`src/sv/lkv_pkg.sv`:
```
`default_nettype none

package lkv_pkg;

   // Number of slots in the store.
   localparam int DEPTH = 16;

   // Widths that follow from the depth.
   localparam int IDX_W = (DEPTH > 1) ? $clog2(DEPTH) : 1;
   localparam int AGE_W = IDX_W;
   localparam int CNT_W = $clog2(DEPTH + 1);

   // Capacity register.
   localparam int CAP_W = 5;
   localparam int CAP_CMP_W = (CNT_W > CAP_W) ? CNT_W : CAP_W;
   localparam logic [CAP_W-1:0] CAP_RESET = CAP_W'(16);

   // Command codes.
   localparam logic CMD_GET = 1'b0;
   localparam logic CMD_SET = 1'b1;

   // Value returned on a miss.
   localparam logic signed [31:0] MISS_VALUE = -32'sd1;

   typedef struct packed {
      logic               command;
      logic signed [31:0] key;
      logic signed [31:0] value;
   } req_type;

   typedef struct packed {
      logic               hit;
      logic signed [31:0] read_value;
   } rsp_type;

   // One slot as seen by the scan.
   typedef struct packed {
      logic               valid;
      logic signed [31:0] key;
      logic signed [31:0] value;
      logic [AGE_W-1:0]   age;
   } entry_type;

   // Update of the store at the end of a scan.
   typedef struct packed {
      logic               en;
      logic               wr_data;
      logic               set_valid;
      logic               promote_all;
      logic [IDX_W-1:0]   idx;
      logic [AGE_W-1:0]   limit;
      logic signed [31:0] key;
      logic signed [31:0] value;
   } update_type;

endpackage

`default_nettype wire

```
`src/sv/lkv_store.sv`:
```
`default_nettype none

module lkv_store (
   input  wire logic                 clock,
   input  wire logic                 reset,
   input  wire logic [lkv_pkg::IDX_W-1:0] rd_idx,
   output lkv_pkg::entry_type        rd_entry,
   input  wire lkv_pkg::update_type  upd,
   output logic [lkv_pkg::CNT_W-1:0] count
);
   import lkv_pkg::*;

   logic signed [31:0] key_ff   [DEPTH];
   logic signed [31:0] value_ff [DEPTH];
   logic [AGE_W-1:0]   age_ff   [DEPTH];
   logic [DEPTH-1:0]   valid_ff;
   logic [CNT_W-1:0]   count_ff;

   // Read port for the scan, one slot a cycle.
   always_comb begin
      rd_entry.valid = valid_ff[rd_idx];
      rd_entry.key   = key_ff[rd_idx];
      rd_entry.value = value_ff[rd_idx];
      rd_entry.age   = age_ff[rd_idx];
   end

   assign count = count_ff;

   // Valid bits and fill count are cleared at reset.
   always_ff @(posedge clock) begin
      if (reset) begin
         valid_ff <= '0;
         count_ff <= '0;
      end else if (upd.en && upd.set_valid) begin
         valid_ff[upd.idx] <= 1'b1;
         count_ff          <= count_ff + 1'b1;
      end
   end

   // Key and value write, and the recency update of the valid slots.
   always_ff @(posedge clock) begin
      if (upd.en) begin
         for (int i = 0; i < DEPTH; i++) begin
            if (valid_ff[i] && (IDX_W'(i) != upd.idx) &&
                (upd.promote_all || (age_ff[i] < upd.limit))) begin
               age_ff[i] <= age_ff[i] + 1'b1;
            end
         end
         age_ff[upd.idx] <= '0;
         if (upd.wr_data) begin
            key_ff[upd.idx]   <= upd.key;
            value_ff[upd.idx] <= upd.value;
         end
      end
   end

endmodule

`default_nettype wire

```
`src/sv/lkv_ctrl.sv`:
```
`default_nettype none

module lkv_ctrl (
   input  wire logic                 clock,
   input  wire logic                 reset,
   input  wire logic                 start,
   output logic                      busy,
   input  wire lkv_pkg::req_type     req_payload,
   output logic                      rsp_strobe,
   output lkv_pkg::rsp_type          rsp_payload,
   input  wire logic [lkv_pkg::CAP_W-1:0] capacity,
   output logic [lkv_pkg::IDX_W-1:0] rd_idx,
   input  wire lkv_pkg::entry_type   rd_entry,
   output lkv_pkg::update_type       upd,
   input  wire logic [lkv_pkg::CNT_W-1:0] count
);
   import lkv_pkg::*;

   typedef enum logic [2:0] {
      ST_IDLE   = 3'b001,
      ST_SCAN   = 3'b010,
      ST_UPDATE = 3'b100
   } state_type;

   state_type state_ff, state_in;
   logic [IDX_W-1:0] idx_ff, idx_in;
   logic             cmd_ff;
   logic signed [31:0] key_ff, value_ff;

   logic               found_ff;
   logic [IDX_W-1:0]   found_idx_ff;
   logic [AGE_W-1:0]   found_age_ff;
   logic signed [31:0] found_value_ff;
   logic               free_found_ff;
   logic [IDX_W-1:0]   free_idx_ff;
   logic               victim_found_ff;
   logic [IDX_W-1:0]   victim_idx_ff;
   logic [AGE_W-1:0]   victim_age_ff;

   logic               rsp_strobe_ff, rsp_strobe_in;
   rsp_type            rsp_ff;

   logic                 accept;
   logic                 scan_last;
   logic [CAP_CMP_W-1:0] cap_ext;
   logic [CAP_CMP_W-1:0] eff_cap;
   logic                 full;

   assign accept    = start && (state_ff == ST_IDLE);
   assign busy      = (state_ff != ST_IDLE);
   assign scan_last = (idx_ff == IDX_W'(DEPTH - 1));
   assign rd_idx    = idx_ff;

   // Effective capacity: zero counts as one, anything above the depth saturates.
   always_comb begin
      cap_ext = CAP_CMP_W'(capacity);
      if (cap_ext == '0) begin
         eff_cap = CAP_CMP_W'(1);
      end else if (cap_ext > CAP_CMP_W'(DEPTH)) begin
         eff_cap = CAP_CMP_W'(DEPTH);
      end else begin
         eff_cap = cap_ext;
      end
      full = (CAP_CMP_W'(count) >= eff_cap);
   end

   // Sequencer: one slot per cycle through the scan, then the update state.
   always_comb begin
      state_in = state_ff;
      idx_in   = idx_ff;
      case (state_ff)
         ST_IDLE: begin
            if (start) begin
               state_in = ST_SCAN;
               idx_in   = '0;
            end
         end
         ST_SCAN: begin
            if (scan_last) begin
               state_in = ST_UPDATE;
            end else begin
               idx_in = idx_ff + 1'b1;
            end
         end
         ST_UPDATE: begin
            state_in = ST_IDLE;
         end
         default: begin
            state_in = ST_IDLE;
         end
      endcase
   end

   always_ff @(posedge clock) begin
      if (reset) begin
         state_ff      <= ST_IDLE;
         rsp_strobe_ff <= 1'b0;
      end else begin
         state_ff      <= state_in;
         rsp_strobe_ff <= rsp_strobe_in;
      end
   end

   // Request capture and the scan compare over the slot under the index.
   always_ff @(posedge clock) begin
      idx_ff <= idx_in;
      if (accept) begin
         cmd_ff          <= req_payload.command;
         key_ff          <= req_payload.key;
         value_ff        <= req_payload.value;
         found_ff        <= 1'b0;
         free_found_ff   <= 1'b0;
         victim_found_ff <= 1'b0;
      end else if (state_ff == ST_SCAN) begin
         if (rd_entry.valid && (rd_entry.key == key_ff) && !found_ff) begin
            found_ff       <= 1'b1;
            found_idx_ff   <= idx_ff;
            found_age_ff   <= rd_entry.age;
            found_value_ff <= rd_entry.value;
         end
         if (!rd_entry.valid && !free_found_ff) begin
            free_found_ff <= 1'b1;
            free_idx_ff   <= idx_ff;
         end
         if (rd_entry.valid && (!victim_found_ff || (rd_entry.age > victim_age_ff))) begin
            victim_found_ff <= 1'b1;
            victim_idx_ff   <= idx_ff;
            victim_age_ff   <= rd_entry.age;
         end
      end
   end

   // Choice of the store update once the scan is complete.
   always_comb begin
      upd.en          = 1'b0;
      upd.wr_data     = 1'b0;
      upd.set_valid   = 1'b0;
      upd.promote_all = 1'b0;
      upd.idx         = found_idx_ff;
      upd.limit       = found_age_ff;
      upd.key         = key_ff;
      upd.value       = value_ff;
      if (state_ff == ST_UPDATE) begin
         if (found_ff) begin
            upd.en      = 1'b1;
            upd.wr_data = (cmd_ff == CMD_SET);
         end else if (cmd_ff == CMD_SET) begin
            if (full) begin
               upd.en      = victim_found_ff;
               upd.wr_data = 1'b1;
               upd.idx     = victim_idx_ff;
               upd.limit   = victim_age_ff;
            end else begin
               upd.en          = free_found_ff;
               upd.wr_data     = 1'b1;
               upd.set_valid   = 1'b1;
               upd.promote_all = 1'b1;
               upd.idx         = free_idx_ff;
            end
         end
      end
   end

   // Result register: a get gives one result in the cycle after its update.
   assign rsp_strobe_in = (state_ff == ST_UPDATE) && (cmd_ff == CMD_GET);

   always_ff @(posedge clock) begin
      if (rsp_strobe_in) begin
         rsp_ff.hit        <= found_ff;
         rsp_ff.read_value <= found_ff ? found_value_ff : MISS_VALUE;
      end
   end

   assign rsp_strobe  = rsp_strobe_ff;
   assign rsp_payload = rsp_ff;

   a_rsp_after_get: assert property (@(posedge clock) disable iff (reset)
      rsp_strobe_ff |-> $past(state_ff == ST_UPDATE && cmd_ff == CMD_GET))
      else $error("result strobe without a get update");

   a_scan_to_update: assert property (@(posedge clock) disable iff (reset)
      (state_ff == ST_SCAN && scan_last) |=> (state_ff == ST_UPDATE))
      else $error("scan end did not enter the update cycle");

   a_accept_starts_scan: assert property (@(posedge clock) disable iff (reset)
      accept |=> (state_ff == ST_SCAN && idx_ff == '0))
      else $error("accepted request did not start a scan at slot zero");

   a_insert_not_full: assert property (@(posedge clock) disable iff (reset)
      (upd.en && upd.set_valid) |-> (count < CNT_W'(DEPTH)))
      else $error("insert into a full store");

endmodule

`default_nettype wire

```
`src/sv/lru_key_value_cache_top.sv`:
```
`default_nettype none

// Fully associative key-value cache with least-recently-used replacement.
// Input channel: a request (command, key, value) is transferred at a rising
// edge with start high and busy low. A get returns one result; a set none.
// Result channel: rsp_strobe is high for exactly one cycle with rsp_payload
// (hit flag and value, or -1 on a miss); the receiver cannot stall it.
// Configuration: csr_write_enable with csr_write_data writes the capacity
// register; write it only while busy is low and no result is pending.
// Sequence: a request keeps busy high through the scan and the update. The scan
// reads one slot per cycle through a single key and age compare over all DEPTH
// slots, then the update state writes the selected slot and steps the ages. The
// result strobe comes in the cycle after that update, the first cycle with busy
// low, so the next request can be transferred at the end of that cycle; a new
// request is not taken before the previous one has finished.
// Reset: synchronous and active high; clears all valid bits and the entry
// count, and sets the capacity to 16. No clearing pass is needed.
module lru_key_value_cache_top (
   input  wire logic                 clock,
   input  wire logic                 reset,
   input  wire logic                 start,
   output logic                      busy,
   input  wire lkv_pkg::req_type     req_payload,
   output logic                      rsp_strobe,
   output lkv_pkg::rsp_type          rsp_payload,
   input  wire logic                 csr_write_enable,
   input  wire logic [lkv_pkg::CAP_W-1:0] csr_write_data
);
   import lkv_pkg::*;

   logic [CAP_W-1:0] capacity_ff;
   logic [IDX_W-1:0] rd_idx;
   entry_type        rd_entry;
   update_type       upd;
   logic [CNT_W-1:0] count;

   // Capacity register.
   always_ff @(posedge clock) begin
      if (reset) begin
         capacity_ff <= CAP_RESET;
      end else if (csr_write_enable) begin
         capacity_ff <= csr_write_data;
      end
   end

   lkv_ctrl u_ctrl (
      .clock       (clock),
      .reset       (reset),
      .start       (start),
      .busy        (busy),
      .req_payload (req_payload),
      .rsp_strobe  (rsp_strobe),
      .rsp_payload (rsp_payload),
      .capacity    (capacity_ff),
      .rd_idx      (rd_idx),
      .rd_entry    (rd_entry),
      .upd         (upd),
      .count       (count)
   );

   lkv_store u_store (
      .clock    (clock),
      .reset    (reset),
      .rd_idx   (rd_idx),
      .rd_entry (rd_entry),
      .upd      (upd),
      .count    (count)
   );

endmodule

`default_nettype wire
```
`config.mk`:
```
export PLATFORM = sky130hd
export DESIGN_NAME = lru_key_value_cache_top
export DESIGN_NICKNAME = d
export VERILOG_FILES = /design/src/sv/lkv_pkg.sv /design/src/sv/lkv_store.sv /design/src/sv/lkv_ctrl.sv /design/src/sv/lru_key_value_cache_top.sv
export SDC_FILE = /design/constraint.sdc
export NUM_CORES = 1
export LEC_CHECK = 0
export ABC_AREA = 1
export ABC_CLOCK_PERIOD_IN_PS = 7400
export BUFFER_PORTS_ARGS = -buffer_cell sky130_fd_sc_hd__buf_2
export CORE_ASPECT_RATIO = 1.25
export CORE_MARGIN = 1
export CORE_UTILIZATION = 59
export CTS_CLUSTER_SIZE = 20
export DETAILED_ROUTE_END_ITERATION = 16
export MAX_ROUTING_LAYER = met4
export PLACE_DENSITY_LB_ADDON = 0.12
export SYNTH_ARGS = -nofsm -noshare
export SYNTH_HDL_FRONTEND = slang
export SYNTH_HIERARCHICAL = 1
export SYNTH_SLANG_ARGS = --single-unit
```
`constraint.sdc`:
```
create_clock -name clock -period 7.4 [get_ports clock]
set_input_delay 0.37 -clock clock [delete_from_list [all_inputs] [get_ports clock]]
set_output_delay 0.37 -clock clock [all_outputs]
set_load 0.02 [all_outputs]
```
==> results.sh <==
export IMPL_nets=4441
export IMPL_async_flop_share=0
export IMPL_leakage_nw=19.9
export IMPL_path_class="flip-flop to flip-flop"
export IMPL_initial_utilization=0.598
export IMPL_seq_area_um2=37300
export IMPL_htree_levels=3
export IMPL_clkLatencyLatePin_ns=0.71
export IMPL_dieWidth_um=268
export IMPL_first_pass_iters=8
export IMPL_rsz0062_at_grt="no"
export IMPL_pre_cts_ws_ns=2.14
export IMPL_hpwl_um=66600
export IMPL_num_rows=121
export IMPL_tns_ns=0
export IMPL_power_net_switching_mw=3.34
export IMPL_synth_seq_cells=1275
export IMPL_grt_max_degree=252
export IMPL_postLayoutCellArea_um2=58000
export IMPL_synth_top_cells_by_area="edfxtp_1 (68%), o21ai_0 (5.4%), nor2_1 (4.5%)"
export IMPL_multi_input_area_um2=13000
export IMPL_yosys_area_top_type_share=0.678
export IMPL_cts_root_buffer="clkbuf_16"
export IMPL_yosysTopAreaCell="edfxtp_1"
export IMPL_required_ns=7.72
export IMPL_portBuffers=108
export IMPL_synth_enable_flop_cells=1178
export IMPL_crit_path_end_kind="flip-flop"
export IMPL_power_internal_mw=11.4
export IMPL_peakVddDrop_uv=214
export IMPL_antenna_found_initial=1
export IMPL_synth_area_per_cell_um2=12.5
export IMPL_overflow=0
export IMPL_ant_nets=0
export IMPL_final_min_clock_period_ns=5.23
export IMPL_cts_tree="done"
export IMPL_synthesis_nets=4336
export IMPL_worst_path_max_fanout=206
export IMPL_clock_sinks=1275
export IMPL_grt_util_all_layers=0.298
export IMPL_critPathArrivalTime_ns=5.55
export IMPL_clockPowerShare=0.395
export IMPL_vias=33999
export IMPL_tightest_slew_ns=1.30
export IMPL_yosysUniqueCellTypes=42
export IMPL_drive_gt1_frac=0.0892
export IMPL_wl_per_cell_um=23.2
export IMPL_status="finished clean"
export IMPL_syn_to_final_growth_pct=11.2
export IMPL_clk_pin_slew_ns=0.06
export IMPL_hold_class="input pin to flip-flop"
export IMPL_finalHoldViolCount=0
export IMPL_combPwrFrac=0.059
export IMPL_cts_resized_gates=0
export IMPL_nFillCells=6372
export IMPL_drc=0
export IMPL_coreArea_um2=87400
export IMPL_wirelength_um=129000
export IMPL_syn_area_um2=52200
export IMPL_setup_violations=0
export IMPL_finClkSkew_ns=0.0393
export IMPL_grt_pass1_wl_um=195000
export IMPL_die_height_um=335
export IMPL_fin_crit_sh=0.707
export IMPL_maxCapViolCount=0
export IMPL_die_area_um2=89700
export IMPL_clk_path_buf_depth=3
export IMPL_first_iter_violations=3651
export IMPL_start_kind="flip-flop"
export IMPL_seqPwrFrac=0.546
export IMPL_power_switching_share=0.226
export IMPL_slew_limit_headroom=0.124
export IMPL_numCtsBuffers=118
export IMPL_postPlaceCellArea_um2=53700
export IMPL_via_per_inst=6.11
export IMPL_ys_warn_count=6
export IMPL_total_power_mw=14.7
export IMPL_top_level_ports=109
export IMPL_worst_slack_ns=2.17
export IMPL_diodes=0
export IMPL_synth_main_ff_cell="edfxtp_1"
export IMPL_power_density_nw_per_um2=254
export IMPL_synth_seq_area_share=0.715
export IMPL_synthCells=4187
export IMPL_postCtsSetupBuffers=0
export IMPL_drv_slew=0
export IMPL_fmax_mhz=191
export IMPL_grt_pass1_vias=32555
export IMPL_place_gp_congestion=0.856
==> power by group through the flow <==
stage | clock network (mW) | logic, mW | registers [mW]
after global routing | 6.18 | 0.957 | 8.05
final | 5.83 | 0.872 | 8.04
after floorplan | 0 | 0.583 | 8.14
after global placement | 0 | 0.823 | 8.19
after CTS | 5.90 | 0.868 | 8.04
after detailed placement | 0 | 0.836 | 8.19
==> final timing paths <==
check,to,startpoint,slack (ns),cells past startpoint
setup reg to reg,u_ctrl/found_value_ff[14],u_ctrl/rd_idx[1],2.17,13
hold / removal,capacity_ff[4],csr_write_enable,0.04,3
setup / recovery,u_ctrl/found_value_ff[14],u_ctrl/rd_idx[1],2.17,13
hold reg to reg,u_ctrl/rsp_payload[32],u_ctrl/found_ff,0.46,0
==> routing by layer <==
layer | vias up | share of wire | global-route usage
met4 | 0 | 0.027 | 0.0963
met3 | 220 | 0.066 | 0.0332
met2 | 1355 | 0.50 | 0.485
li1 | 15574 | - | -
met1 | 16850 | 0.41 | 0.393
met5 | - | 0 | -
==> sequential cells by signal, indices dropped and copies added, names as in the netlist, 5 cells and up <==
name and flops:
u_store/key_ff 512, capacity_ff 5, u_ctrl/key_ff 32, u_ctrl/value_ff 32, u_store/valid_ff 16, u_store/value_ff 512
u_store/count 5, u_ctrl/rsp_payload 33, u_ctrl/found_value_ff 32, u_store/age_ff 64
==> cell type report <==
cell class              count  area share
flip-flops and latches   1275       0.643
multi-input cells        2457       0.225
clock buffers             156      0.0539
repair buffers            233      0.0302
well taps                1168      0.0252
inverters                 207      0.0140
clock inverters            66     0.00925
==> placed cells by master (no fill, tap or decap), types with 2 or more instances in the layout <==
cell type      synthesis  final
inv_2                  3      2
nor2_4                 1     19
o22ai_1               45     45
nor3_1                10     10
inv_1                200    198
clkinv_1               2     33
xnor2_1               18     18
clkbuf_1             135     36
dlygate4sd3_1          0     70
nand2_1              427    427
edfxtp_1            1178   1178
bufinv_16              0      7
clkbuf_16              0    119
o221ai_1             211    211
inv_8                  0      2
or2_2                 34     34
buf_2                 57    108
buf_12                 0      8
nor2_1               625    607
nand4_1               59     59
nor2_8                 2      2
nor2_2                 2      2
o211ai_1              48     48
nor3b_1                5      5
xor2_1                24     24
nor4_1                 2      2
dfxtp_1               97     97
a21oi_1              129    128
inv_6                  0      2
inv_16                 0      3
nand2_2                3      3
inv_4                  2      4
o21ai_2                3      3
ha_1                  75     75
clkinv_2               0     20
o21ai_0              567    567
buf_4                 12     47
nand3_1              158    158
==> repair_timing <==
action	CTS	global route
endpoints found under the hold margin	70	0
setup endpoints to repair	0	0
hold buffers	70	0
==> worst max-delay path, cell delays in order, from the launching register on <==
cell      delay (ns)
edfxtp_1        0.45
buf_4           0.74
buf_12          0.73
o21ai_0         0.30
o221ai_1        0.31
nand3_1         0.10
nand2_1         0.15
inv_1           0.06
nand2_1         0.12
o21ai_0         0.11
nor4_1          0.31
nand4_1         0.23
nor2_4          0.43
buf_4           0.59
==> synth_stat cells, types with 2 or more instances <==
library cell and number:
a21oi_1 129, buf_1 9, buf_2 57, buf_4 12
buf_6 20, clkbuf_1 135, clkbuf_2 15, clkinv_1 2
dfxtp_1 97, edfxtp_1 1178, ha_1 75, inv_1 200
inv_2 3, inv_4 2, nand2_1 427, nand2_2 3
nand3_1 158, nand4_1 59, nor2_1 625, nor2_2 2
nor2_8 2, nor3_1 10, nor3b_1 5, nor4_1 2
o211ai_1 48, o21ai_0 567, o21ai_2 3, o221ai_1 211
o22ai_1 45, or2_2 34, xnor2_1 18, xor2_1 24
==> through the flow <==
stage                util  hold slack [ns]  cells
floorplan               -            0.408   4187
global placement    0.614            0.445   5270
detailed placement  0.614            0.446   5270
CTS                 0.664          0.00452   5562
global route        0.664           0.0611   5562
finish              0.664           0.0446   5562
==> logic make-up after synthesis <==
family,count (synthesis),synth area share
simple gates,1334,0.106
buf+inv,455,0.0383
fa+ha+maj,75,0.0180
compound gates,1006,0.115
xor+xnor,42,0.00705
flops,1275,0.715
(Power assumes the default switching activity.)
